$ cat config.mk
export PLATFORM = sky130hd
export DESIGN_NAME = cubic_hermite_curve_points
export DESIGN_NICKNAME = d
export VERILOG_FILES = /design/src/sv/chcp_pkg.sv /design/src/sv/chcp_front.sv /design/src/sv/chcp_queue.sv /design/src/sv/chcp_lane.sv /design/src/sv/chcp_back.sv /design/src/sv/cubic_hermite_curve_points.sv
export SDC_FILE = /design/constraint.sdc
export NUM_CORES = 2
export LEC_CHECK = 0
export ABC_AREA = 1
export CORE_MARGIN = 1
export CORE_UTILIZATION = 30
export DETAILED_ROUTE_END_ITERATION = 10
export DONT_BUFFER_PORTS = 1
export SYNTH_ARGS = -nofsm -noshare
export SYNTH_HDL_FRONTEND = slang
export SYNTH_SLANG_ARGS = --single-unit
export TNS_END_PERCENT = 20
$ cat constraint.sdc
create_clock -name clk -period 11.6 [get_ports clk]
set_input_delay 1.16 -clock clk [delete_from_list [all_inputs] [get_ports clk]]
set_output_delay 1.16 -clock clk [all_outputs]
set_load 0.005 [all_outputs]
$ cat src/sv/chcp_pkg.sv
package chcp_pkg;

  localparam int COORD_W   = 16;
  localparam int TAN_W     = 17;
  localparam int PT_W      = 18;
  localparam int SEG_W     = 6;
  localparam int COEF_W    = 20;
  localparam int T_FRAC    = 16;
  localparam int T_W       = T_FRAC + 1;
  localparam int DIV_CNT_W = $clog2(T_FRAC + 1);
  localparam int LIMB_W    = 18;
  localparam int ACC_W     = 3 * LIMB_W;
  localparam int PROD_W    = LIMB_W + T_W + 2;
  localparam int WIDE_W    = 72;
  localparam int CFG_DW    = 32;
  localparam int PADDR_W   = 3;
  localparam int QUEUE_AW  = 1;
  localparam int QUEUE_DEPTH = 1 << QUEUE_AW;

  localparam logic [SEG_W-1:0] SEG_RESET    = SEG_W'(5);
  localparam logic [SEG_W-1:0] MAX_SEGMENTS = SEG_W'(63);
  localparam logic [T_W-1:0]   T_ONE        = T_W'(1) << T_FRAC;
  localparam logic             REG_SEGMENTS = 1'b0;

  typedef logic signed [COEF_W-1:0] coef_t;

  typedef struct packed {
    coef_t a;
    coef_t b;
    coef_t c;
    coef_t d;
  } poly_t;

  typedef struct packed {
    poly_t             x;
    poly_t             y;
    logic [SEG_W-1:0]  n;
    logic [T_W-1:0]    q_step;
    logic [SEG_W-1:0]  r_step;
  } job_t;

  function automatic poly_t make_poly(input logic [COORD_W-1:0] p0,
                                      input logic signed [TAN_W-1:0] t0,
                                      input logic [COORD_W-1:0] p1,
                                      input logic signed [TAN_W-1:0] t1);
    logic signed [COEF_W:0] sp0;
    logic signed [COEF_W:0] sp1;
    logic signed [COEF_W:0] st0;
    logic signed [COEF_W:0] st1;
    logic signed [COEF_W:0] dp;
    logic signed [COEF_W:0] ca;
    logic signed [COEF_W:0] cb;
    poly_t r;
    sp0 = $signed({{(COEF_W + 1 - COORD_W){1'b0}}, p0});
    sp1 = $signed({{(COEF_W + 1 - COORD_W){1'b0}}, p1});
    st0 = (COEF_W + 1)'(t0);
    st1 = (COEF_W + 1)'(t1);
    dp  = sp1 - sp0;
    ca  = st0 + st1 - (dp <<< 1);
    cb  = dp + (dp <<< 1) - (st0 <<< 1) - st1;
    r.a = COEF_W'(ca);
    r.b = COEF_W'(cb);
    r.c = COEF_W'(st0);
    r.d = COEF_W'(sp0);
    return r;
  endfunction

endpackage

$ cat src/sv/chcp_front.sv
module chcp_front (
  input  logic                                clk,
  input  logic                                rst_n,
  input  logic                                push,
  output logic                                full,
  input  logic [chcp_pkg::COORD_W-1:0]        in_start_x,
  input  logic [chcp_pkg::COORD_W-1:0]        in_start_y,
  input  logic signed [chcp_pkg::TAN_W-1:0]   in_start_tangent_x,
  input  logic signed [chcp_pkg::TAN_W-1:0]   in_start_tangent_y,
  input  logic [chcp_pkg::COORD_W-1:0]        in_end_x,
  input  logic [chcp_pkg::COORD_W-1:0]        in_end_y,
  input  logic signed [chcp_pkg::TAN_W-1:0]   in_end_tangent_x,
  input  logic signed [chcp_pkg::TAN_W-1:0]   in_end_tangent_y,
  input  logic [chcp_pkg::SEG_W-1:0]          segments,
  output logic                                q_wr,
  output chcp_pkg::job_t                      q_wdata,
  input  logic                                q_full
);
  import chcp_pkg::*;

  localparam logic [1:0] F_IDLE = 2'd0;
  localparam logic [1:0] F_DIV  = 2'd1;
  localparam logic [1:0] F_PUSH = 2'd2;

  logic [1:0]           state_r, state_nxt;
  logic [DIV_CNT_W-1:0] cnt_r;
  logic [SEG_W-1:0]     rem_r;
  logic [T_W-1:0]       quo_r;
  poly_t                x_r, y_r;
  logic [SEG_W-1:0]     n_r;
  logic [SEG_W-1:0]     n_eff;
  logic [SEG_W:0]       shifted;
  logic [SEG_W:0]       diff;
  logic                 ge;
  logic                 accept;

  assign accept = push && (state_r == F_IDLE);
  assign full   = (state_r != F_IDLE);

  always_comb begin
    if (segments == '0) begin
      n_eff = SEG_W'(1);
    end else if (segments > MAX_SEGMENTS) begin
      n_eff = MAX_SEGMENTS;
    end else begin
      n_eff = segments;
    end
  end

  assign shifted = {rem_r, (cnt_r == DIV_CNT_W'(T_FRAC))};
  assign ge      = (shifted >= {1'b0, n_r});
  assign diff    = shifted - {1'b0, n_r};

  always_comb begin
    state_nxt = state_r;
    unique case (state_r)
      F_IDLE: if (accept) state_nxt = F_DIV;
      F_DIV:  if (cnt_r == '0) state_nxt = F_PUSH;
      F_PUSH: if (!q_full) state_nxt = F_IDLE;
      default: state_nxt = F_IDLE;
    endcase
  end

  always_ff @(posedge clk) begin
    if (!rst_n) begin
      state_r <= F_IDLE;
    end else begin
      state_r <= state_nxt;
    end
  end

  always_ff @(posedge clk) begin
    if (accept) begin
      x_r   <= make_poly(in_start_x, in_start_tangent_x, in_end_x, in_end_tangent_x);
      y_r   <= make_poly(in_start_y, in_start_tangent_y, in_end_y, in_end_tangent_y);
      n_r   <= n_eff;
      cnt_r <= DIV_CNT_W'(T_FRAC);
      rem_r <= '0;
      quo_r <= '0;
    end else if (state_r == F_DIV) begin
      rem_r <= ge ? diff[SEG_W-1:0] : shifted[SEG_W-1:0];
      quo_r <= {quo_r[T_W-2:0], ge};
      cnt_r <= cnt_r - DIV_CNT_W'(1);
    end
  end

  assign q_wr           = (state_r == F_PUSH) && !q_full;
  assign q_wdata.x      = x_r;
  assign q_wdata.y      = y_r;
  assign q_wdata.n      = n_r;
  assign q_wdata.q_step = quo_r;
  assign q_wdata.r_step = rem_r;

endmodule

$ cat src/sv/chcp_queue.sv
module chcp_queue (
  input  logic           clk,
  input  logic           rst_n,
  input  logic           wr,
  input  chcp_pkg::job_t wdata,
  output logic           full,
  input  logic           rd,
  output chcp_pkg::job_t rdata,
  output logic           empty
);
  import chcp_pkg::*;

  job_t                mem_r [QUEUE_DEPTH];
  logic [QUEUE_AW-1:0] wr_ptr_r, rd_ptr_r;
  logic [QUEUE_AW:0]   count_r;

  assign full  = (count_r == (QUEUE_AW + 1)'(QUEUE_DEPTH));
  assign empty = (count_r == '0);
  assign rdata = mem_r[rd_ptr_r];

  always_ff @(posedge clk) begin
    if (wr) begin
      mem_r[wr_ptr_r] <= wdata;
    end
  end

  always_ff @(posedge clk) begin
    if (!rst_n) begin
      wr_ptr_r <= '0;
      rd_ptr_r <= '0;
      count_r  <= '0;
    end else begin
      if (wr) wr_ptr_r <= wr_ptr_r + QUEUE_AW'(1);
      if (rd) rd_ptr_r <= rd_ptr_r + QUEUE_AW'(1);
      if (wr && !rd) begin
        count_r <= count_r + (QUEUE_AW + 1)'(1);
      end else if (rd && !wr) begin
        count_r <= count_r - (QUEUE_AW + 1)'(1);
      end
    end
  end

endmodule

$ cat src/sv/chcp_lane.sv
module chcp_lane (
  input  logic                              clk,
  input  logic                              rst_n,
  input  logic                              start,
  input  chcp_pkg::poly_t                   poly,
  input  logic [chcp_pkg::T_W-1:0]          t,
  output logic                              done,
  output logic signed [chcp_pkg::PT_W-1:0]  point
);
  import chcp_pkg::*;

  localparam logic [1:0] LIMB_HI  = 2'd0;
  localparam logic [1:0] LIMB_MID = 2'd1;
  localparam logic [1:0] LIMB_LO  = 2'd2;
  localparam logic [1:0] STEP_B   = 2'd0;
  localparam logic [1:0] STEP_C   = 2'd1;
  localparam logic [1:0] STEP_D   = 2'd2;

  localparam logic signed [WIDE_W-1:0] RND_HALF    = WIDE_W'(1) <<< (3 * T_FRAC - 1);
  localparam logic signed [WIDE_W-1:0] RND_HALF_M1 = RND_HALF - WIDE_W'(1);

  logic                       busy_r, fin_r, done_r;
  logic [1:0]                 limb_r, step_r;
  logic signed [ACC_W-1:0]    acc_r;
  logic signed [WIDE_W-1:0]   p_r, p_nxt;
  logic signed [PT_W-1:0]     point_r;
  logic signed [LIMB_W:0]     opnd;
  logic signed [PROD_W-1:0]   prod;
  logic signed [WIDE_W-1:0]   base, addend, rnd;

  always_comb begin
    unique case (limb_r)
      LIMB_HI:  opnd = $signed({acc_r[ACC_W-1], acc_r[ACC_W-1 -: LIMB_W]});
      LIMB_MID: opnd = $signed({1'b0, acc_r[2*LIMB_W-1 -: LIMB_W]});
      LIMB_LO:  opnd = $signed({1'b0, acc_r[LIMB_W-1:0]});
      default:  opnd = '0;
    endcase
  end

  assign prod = opnd * $signed({1'b0, t});
  assign base = (limb_r == LIMB_HI) ? '0 : (p_r <<< LIMB_W);

  always_comb begin
    addend = '0;
    if (limb_r == LIMB_LO) begin
      unique case (step_r)
        STEP_B:  addend = WIDE_W'(poly.b) <<< T_FRAC;
        STEP_C:  addend = WIDE_W'(poly.c) <<< (2 * T_FRAC);
        STEP_D:  addend = WIDE_W'(poly.d) <<< (3 * T_FRAC);
        default: addend = '0;
      endcase
    end
  end

  assign p_nxt = base + WIDE_W'(prod) + addend;
  assign rnd   = p_r + (p_r[WIDE_W-1] ? RND_HALF_M1 : RND_HALF);

  always_ff @(posedge clk) begin
    if (!rst_n) begin
      busy_r <= 1'b0;
      fin_r  <= 1'b0;
      done_r <= 1'b0;
      limb_r <= LIMB_HI;
      step_r <= STEP_B;
    end else begin
      fin_r  <= 1'b0;
      done_r <= fin_r;
      if (start) begin
        busy_r <= 1'b1;
        limb_r <= LIMB_HI;
        step_r <= STEP_B;
      end else if (busy_r) begin
        if (limb_r == LIMB_LO) begin
          limb_r <= LIMB_HI;
          if (step_r == STEP_D) begin
            busy_r <= 1'b0;
            fin_r  <= 1'b1;
          end else begin
            step_r <= step_r + 2'd1;
          end
        end else begin
          limb_r <= limb_r + 2'd1;
        end
      end
    end
  end

  always_ff @(posedge clk) begin
    if (start) begin
      acc_r <= ACC_W'(poly.a);
    end else if (busy_r) begin
      p_r <= p_nxt;
      if (limb_r == LIMB_LO) begin
        acc_r <= p_nxt[ACC_W-1:0];
      end
    end
    if (fin_r) begin
      point_r <= rnd[3*T_FRAC +: PT_W];
    end
  end

  assign done  = done_r;
  assign point = point_r;

endmodule

$ cat src/sv/chcp_back.sv
module chcp_back (
  input  logic                              clk,
  input  logic                              rst_n,
  input  logic                              q_empty,
  input  chcp_pkg::job_t                    q_head,
  output logic                              q_pop,
  output logic                              empty,
  input  logic                              pop,
  output logic signed [chcp_pkg::PT_W-1:0]  out_point_x,
  output logic signed [chcp_pkg::PT_W-1:0]  out_point_y,
  output logic                              out_last_point
);
  import chcp_pkg::*;

  localparam logic [1:0] S_IDLE = 2'd0;
  localparam logic [1:0] S_CALC = 2'd1;
  localparam logic [1:0] S_OUT  = 2'd2;

  logic [1:0]            state_r;
  logic [SEG_W-1:0]      k_r;
  logic [T_W-1:0]        t_r;
  logic [SEG_W-1:0]      rem_r;
  logic                  start_r;
  logic                  out_valid_r;
  logic signed [PT_W-1:0] out_x_r, out_y_r;
  logic                  out_last_r;
  logic                  x_done, y_done;
  logic signed [PT_W-1:0] x_pt, y_pt;
  logic [SEG_W:0]        rem_sum;
  logic [SEG_W:0]        rem_wrap;
  logic                  wrap;
  logic [T_W-1:0]        t_next;
  logic                  out_free, out_wr, is_last;

  chcp_lane u_lane_x (
    .clk   (clk),
    .rst_n (rst_n),
    .start (start_r),
    .poly  (q_head.x),
    .t     (t_r),
    .done  (x_done),
    .point (x_pt)
  );

  chcp_lane u_lane_y (
    .clk   (clk),
    .rst_n (rst_n),
    .start (start_r),
    .poly  (q_head.y),
    .t     (t_r),
    .done  (y_done),
    .point (y_pt)
  );

  assign rem_sum  = {1'b0, rem_r} + {1'b0, q_head.r_step};
  assign wrap     = (rem_sum >= {1'b0, q_head.n});
  assign rem_wrap = rem_sum - {1'b0, q_head.n};
  assign t_next   = T_W'(t_r + q_head.q_step + T_W'(wrap));

  assign out_free = !out_valid_r || pop;
  assign out_wr   = (state_r == S_OUT) && out_free;
  assign is_last  = (k_r == q_head.n);
  assign q_pop    = out_wr && is_last;

  always_ff @(posedge clk) begin
    if (!rst_n) begin
      state_r     <= S_IDLE;
      start_r     <= 1'b0;
      out_valid_r <= 1'b0;
    end else begin
      start_r <= 1'b0;
      if (pop && out_valid_r) out_valid_r <= 1'b0;
      unique case (state_r)
        S_IDLE: begin
          if (!q_empty) begin
            start_r <= 1'b1;
            state_r <= S_CALC;
          end
        end
        S_CALC: begin
          if (x_done) state_r <= S_OUT;
        end
        S_OUT: begin
          if (out_free) begin
            out_valid_r <= 1'b1;
            if (is_last) begin
              state_r <= S_IDLE;
            end else begin
              start_r <= 1'b1;
              state_r <= S_CALC;
            end
          end
        end
        default: state_r <= S_IDLE;
      endcase
    end
  end

  always_ff @(posedge clk) begin
    if (state_r == S_IDLE) begin
      k_r   <= '0;
      t_r   <= '0;
      rem_r <= q_head.n >> 1;
    end else if (out_wr && !is_last) begin
      k_r   <= k_r + SEG_W'(1);
      t_r   <= t_next;
      rem_r <= wrap ? rem_wrap[SEG_W-1:0] : rem_sum[SEG_W-1:0];
    end
    if (out_wr) begin
      out_x_r    <= x_pt;
      out_y_r    <= y_pt;
      out_last_r <= is_last;
    end
  end

  assign empty          = !out_valid_r;
  assign out_point_x    = out_x_r;
  assign out_point_y    = out_y_r;
  assign out_last_point = out_last_r;

  a_lanes_in_step: assert property (@(posedge clk) disable iff (!rst_n)
    x_done == y_done) else $error("axis lanes out of step");

  a_done_in_calc: assert property (@(posedge clk) disable iff (!rst_n)
    x_done |-> state_r == S_CALC) else $error("lane finished outside calc");

  a_last_t_one: assert property (@(posedge clk) disable iff (!rst_n)
    q_pop |-> t_r == T_ONE) else $error("final point not at t equal one");

  a_rem_bound: assert property (@(posedge clk) disable iff (!rst_n)
    state_r != S_IDLE |-> rem_r < q_head.n) else $error("step remainder out of range");

  a_job_held: assert property (@(posedge clk) disable iff (!rst_n)
    state_r != S_IDLE |-> !q_empty) else $error("curve request lost while busy");

endmodule

$ cat src/sv/cubic_hermite_curve_points.sv
// Channel   Handshake          Payload
// input     push / full        in_start_*, in_end_*, in_*_tangent_* (one curve request)
// result    pop / empty        out_point_x, out_point_y, out_last_point
// config    psel/penable/...   segments at byte address 0 (6 bits, reset 5)
//
// Each point passes through the Horner lanes in order: start, 9 limb multiplies,
// round, done and handoff; a curve yields N+1 points.
// The front end handles each request in order: accept, 17 divide steps, queue
// write, overlapped with the previous curve through a two-entry queue.
// Reset is synchronous; segments returns to 5 and the queue and the result output empty.
// Full is high while the front end divides or writes to the queue, also while it waits
// on a full queue; a held result stalls the lanes.
module cubic_hermite_curve_points (
  input  logic                                clk,
  input  logic                                rst_n,
  input  logic                                push,
  output logic                                full,
  input  logic [chcp_pkg::COORD_W-1:0]        in_start_x,
  input  logic [chcp_pkg::COORD_W-1:0]        in_start_y,
  input  logic signed [chcp_pkg::TAN_W-1:0]   in_start_tangent_x,
  input  logic signed [chcp_pkg::TAN_W-1:0]   in_start_tangent_y,
  input  logic [chcp_pkg::COORD_W-1:0]        in_end_x,
  input  logic [chcp_pkg::COORD_W-1:0]        in_end_y,
  input  logic signed [chcp_pkg::TAN_W-1:0]   in_end_tangent_x,
  input  logic signed [chcp_pkg::TAN_W-1:0]   in_end_tangent_y,
  output logic                                empty,
  input  logic                                pop,
  output logic signed [chcp_pkg::PT_W-1:0]    out_point_x,
  output logic signed [chcp_pkg::PT_W-1:0]    out_point_y,
  output logic                                out_last_point,
  input  logic                                psel,
  input  logic                                penable,
  input  logic                                pwrite,
  input  logic [chcp_pkg::PADDR_W-1:0]        paddr,
  input  logic [chcp_pkg::CFG_DW-1:0]         pwdata,
  output logic [chcp_pkg::CFG_DW-1:0]         prdata,
  output logic                                pready
);
  import chcp_pkg::*;

  logic [SEG_W-1:0] segments_r;
  logic             cfg_wr;
  logic             q_wr, q_full, q_rd, q_empty;
  job_t             q_wdata, q_rdata;

  assign pready = 1'b1;
  assign cfg_wr = psel && penable && pwrite && pready && (paddr[2] == REG_SEGMENTS);
  assign prdata = (paddr[2] == REG_SEGMENTS) ? CFG_DW'(segments_r) : '0;

  always_ff @(posedge clk) begin
    if (!rst_n) begin
      segments_r <= SEG_RESET;
    end else if (cfg_wr) begin
      segments_r <= pwdata[SEG_W-1:0];
    end
  end

  chcp_front u_front (
    .clk                (clk),
    .rst_n              (rst_n),
    .push               (push),
    .full               (full),
    .in_start_x         (in_start_x),
    .in_start_y         (in_start_y),
    .in_start_tangent_x (in_start_tangent_x),
    .in_start_tangent_y (in_start_tangent_y),
    .in_end_x           (in_end_x),
    .in_end_y           (in_end_y),
    .in_end_tangent_x   (in_end_tangent_x),
    .in_end_tangent_y   (in_end_tangent_y),
    .segments           (segments_r),
    .q_wr               (q_wr),
    .q_wdata            (q_wdata),
    .q_full             (q_full)
  );

  chcp_queue u_queue (
    .clk   (clk),
    .rst_n (rst_n),
    .wr    (q_wr),
    .wdata (q_wdata),
    .full  (q_full),
    .rd    (q_rd),
    .rdata (q_rdata),
    .empty (q_empty)
  );

  chcp_back u_back (
    .clk            (clk),
    .rst_n          (rst_n),
    .q_empty        (q_empty),
    .q_head         (q_rdata),
    .q_pop          (q_rd),
    .empty          (empty),
    .pop            (pop),
    .out_point_x    (out_point_x),
    .out_point_y    (out_point_y),
    .out_last_point (out_last_point)
  );

endmodule

==> metrics.md <==
| Metric | Value |
|---|---|
| Most frequent cells in the layout | `3158 x nand2_1, 2718 x inv_1, 1157 x fa_1` |
| Multi-input logic area | `57300 um^2` |
| Max Clock Skew | `0.153 ns` |
| Top cell type's share of synthesized area | `25.9%` |
| Number of port buffers | `0` |
| Starting Density | `30.3%` |
| Most frequent CP cell | `nand2_1` |
| Finished Cell Area | `103000 um^2` |
| Gr usage total | `18.9%` |
| 1st-iter DRT viols | `6350` |
| Cell count after synthesis | `11600` |
| Nets | `13500` |
| Fill count | `32800` |
| Layout area overhead | `9.05%` |
| First-pass GRT wire length | `456000 um` |
| Clk pwr share | `30.4%` |
| Sink Count | `898` |
| Post-CTS Hold Buffers | `0` |
| Final hold vios | `0` |
| Die ar. | `318000 um^2` |
| Die Y | `564 um` |
| Setup Viol. Count Final | `0` |
| Post-CTS resize count | `0` |
| Met1 usage | `26.8%` |
| Worst path arrival time | `9.70 ns` |
| Hpwl dp | `245000 um` |
| LEAKAGE | `0.0530 uW` |
| Pwr Density | `104 nW/um^2` |
| Crit Path Category | `reg2reg` |
| Residual DRC | `0` |
| Max Freq | `110 MHz` |
| Netlist Area Pre-Place | `94600 um^2` |
| Final TNS setup | `0 ns` |
| Via count | `74400` |
| Ys async rst share | `0%` |
| Wire length per cell | `18.9 um` |
| Number of global-route vias before repair | `73900` |
| Met3 usage | `3.10%` |
| Crit-path max FO | `17` |
| Row count | `205` |
| Antenna violations before repair | `5` |
| Placer congestion estimate | `1.01` |
| Crit path largest cell delay | `0.94 ns` |
| Share of total power in combinational logic | `31.5%` |
| Status | `finished clean` |
| Final worst setup slack | `2.49 ns` |
| Flops & latches, synth | `898` |
| Total CTS buffers | `107` |
| Slew HR | `12.7%` |
| Clk slew on worst S/H paths | `0.08 ns` |
| Max-cap violation count | `0` |
| Post-Place Setup Slack | `2.55 ns` |
| CTS tree | `built` |
| H-tree depth | `3` |
| Reg power frac | `38.0%` |
| Fraction of layout cells with a size suffix above 1 | `2.84%` |
| Register area share after synthesis | `27.6%` |
| GR Overflow Total | `0` |
| Distinct cells, synth | `49` |
| FF/Latch Area | `26200 um^2` |
| Top FF cell, synth | `edfxtp_1` |
| Unrepaired setup endpoints after global routing | `false` |
| Post-CTS Setup Inserts | `0` |
| CP Capture Type | `flip-flop` |
| Worst hold path class | `in2reg` |
| Switching share of total power | `35.4%` |
| Final Total Pwr | `10800 uW` |
| Hold WS | `0.373 ns` |
| GRT Max-Usage Layer | `met2` |
| Die width | `564 um` |
| Leading area contributor after synthesis | `edfxtp_1` |
| Top delay family on crit path | `adder cells` |
| Fin crit share | `78.5%` |
| CP required | `12.19 ns` |
| Clock Tree Root | `clkbuf_16` |
| Ports | `246` |
| Buffers and inverters on the worst path | `6` |
| Crit-path slowest cell | `nand3_1` |
| Number of flops mapped to enable cells by yosys | `816` |
| Avg Inst Size Synth | `8.15 um^2` |
| Final WL | `299000 um` |
| Max clock buf depth | `4` |
| Synth top area cells | `edfxtp_1 26%, fa_1 25%, nand2_1 13%` |
| Int Pwr | `6950 uW` |
| Placed cell areas | `99800 um^2` |
| Period minus WS final | `9.11 ns` |
| Final ANT Viol Nets | `0` |
| Sw Pwr | `3820 uW` |
| Met2 Track Usage GR | `29.8%` |
| Worst Tran Pin Value | `1.31 ns` |
| Clk_lat worst skew | `0.88 ns` |
| Peak supply drop | `176 uV` |
| Worst setup SP type | `flip-flop` |
| DR vias/cell | `4.69` |
| Syn. warnings | `0` |
| Most common cell after layout, fill and taps aside | `nand2_1` |
| Core ar. | `313000 um^2` |
| DR pass1 iterations | `6` |
| Largest net degree at the start of global routing | `69` |
| Final Max Slew Viols | `0` |
final timing paths:
| kind | start | endpoint | slack, ns | cells after the start |
|---|---|---|---|---|
| setup / recovery | u_back.u_lane_x.limb_r[1]$_SDFFE_PP0P_ | u_back.u_lane_x.acc_r[39]$_DFFE_PP_ | 2.49 | 28 |
| hold / removal | in_start_x[0] | u_front.q_wdata[109]$_DFFE_PP_ | 0.37 | 0 |
| setup reg to reg | u_back.u_lane_x.limb_r[1]$_SDFFE_PP0P_ | u_back.u_lane_x.acc_r[39]$_DFFE_PP_ | 2.49 | 28 |
| hold reg to reg | u_back.u_lane_x.point[6]$_DFFE_PP_ | u_back.out_point_x[6]$_DFFE_PP_ | 0.42 | 0 |
kinds of logic (layout without fill, tap and decap cells):
| family | Yosys count | count (layout) | synth area share (%) |
|---|---|---|---|
| muxes | 3 | 3 | 0.0317 |
| other | 2 | 33 | 0.00794 |
| buffers and inverters | 2980 | 3045 | 12.0 |
| adders and majority gates | 1745 | 1745 | 32.3 |
| and+or+nand+nor | 4723 | 4723 | 20.0 |
| AOI/OAI and AO/OA | 1048 | 1048 | 6.08 |
| DFF | 898 | 898 | 27.6 |
| xor gates and xnor gates | 211 | 211 | 1.95 |
per-stage QoR:
stage	cells	utilization, %
5_1_grt	15800	33.0
3_5_place_dp	15600	31.9
2_1_floorplan	11600	-
6_report	15800	33.0
3_3_place_gp	15600	31.9
4_1_cts	15800	33.0
power by group through the flow:
stage	clock network (uW)	registers (uW)	logic (uW)
3_5_place_dp	0	4160	3380
5_1_grt	3460	4120	3800
2_1_floorplan	0	4090	2350
6_report	3280	4100	3390
4_1_cts	3340	4100	3400
3_3_place_gp	0	4150	3390
cell type report:
class | count | area share [%]
Clock buffer | 136 | 2.82
Tap cell | 4140 | 5.02
Sequential cell | 898 | 25.4
Inverter | 2734 | 9.96
Timing Repair Buffer | 114 | 0.842
Multi-Input combinational cell | 7757 | 55.5
Antenna cell | 6 | 0.0146
Clock inverter | 61 | 0.445
layer usage:
layer  wire length (um)  part of all wire, %  vias up
met2             132000                   44     2395
met3              22300                  7.5      382
met5                  0                    0        -
met4               8320                  2.8        0
met1             136000                   46    36100
li1                   -                    -    35500
synth_stat cells, types with 14 or more instances:
cell	count
nand2_1	3160
inv_1	2723
fa_1	1159
nor2_1	846
edfxtp_1	816
ha_1	586
a21oi_1	451
nand3_1	378
o21ai_0	377
clkbuf_1	178
xor2_1	156
nor3_1	110
nand4_1	102
dfxtp_1	82
xnor2_1	55
and2_1	53
o21bai_1	39
o31ai_1	39
buf_4	28
a21o_1	25
a31oi_1	23
nand3b_1	21
nor4_1	21
o211ai_1	21
buf_1	19
buf_2	19
o21a_1	19
or2_2	16
a21boi_0	15
o22ai_1	14
sequential cells by signal, summed over array words and instances (netlist names), 17 cells and up, named ones only:
name and flops:
u_back.u_lane_x.acc_r 54, u_queue.mem_r 346, u_back.out_point_y 18, u_back.out_point_x 18, u_back.t_r 17, u_back.u_lane_x.point 18
u_back.u_lane_y.p_r 67, u_front.q_wdata 144, u_back.u_lane_y.acc_r 54, u_back.u_lane_y.point 18, u_back.u_lane_x.p_r 67, u_front.quo_r 17
No activity file was read; power rests on OpenSTA's default activity.
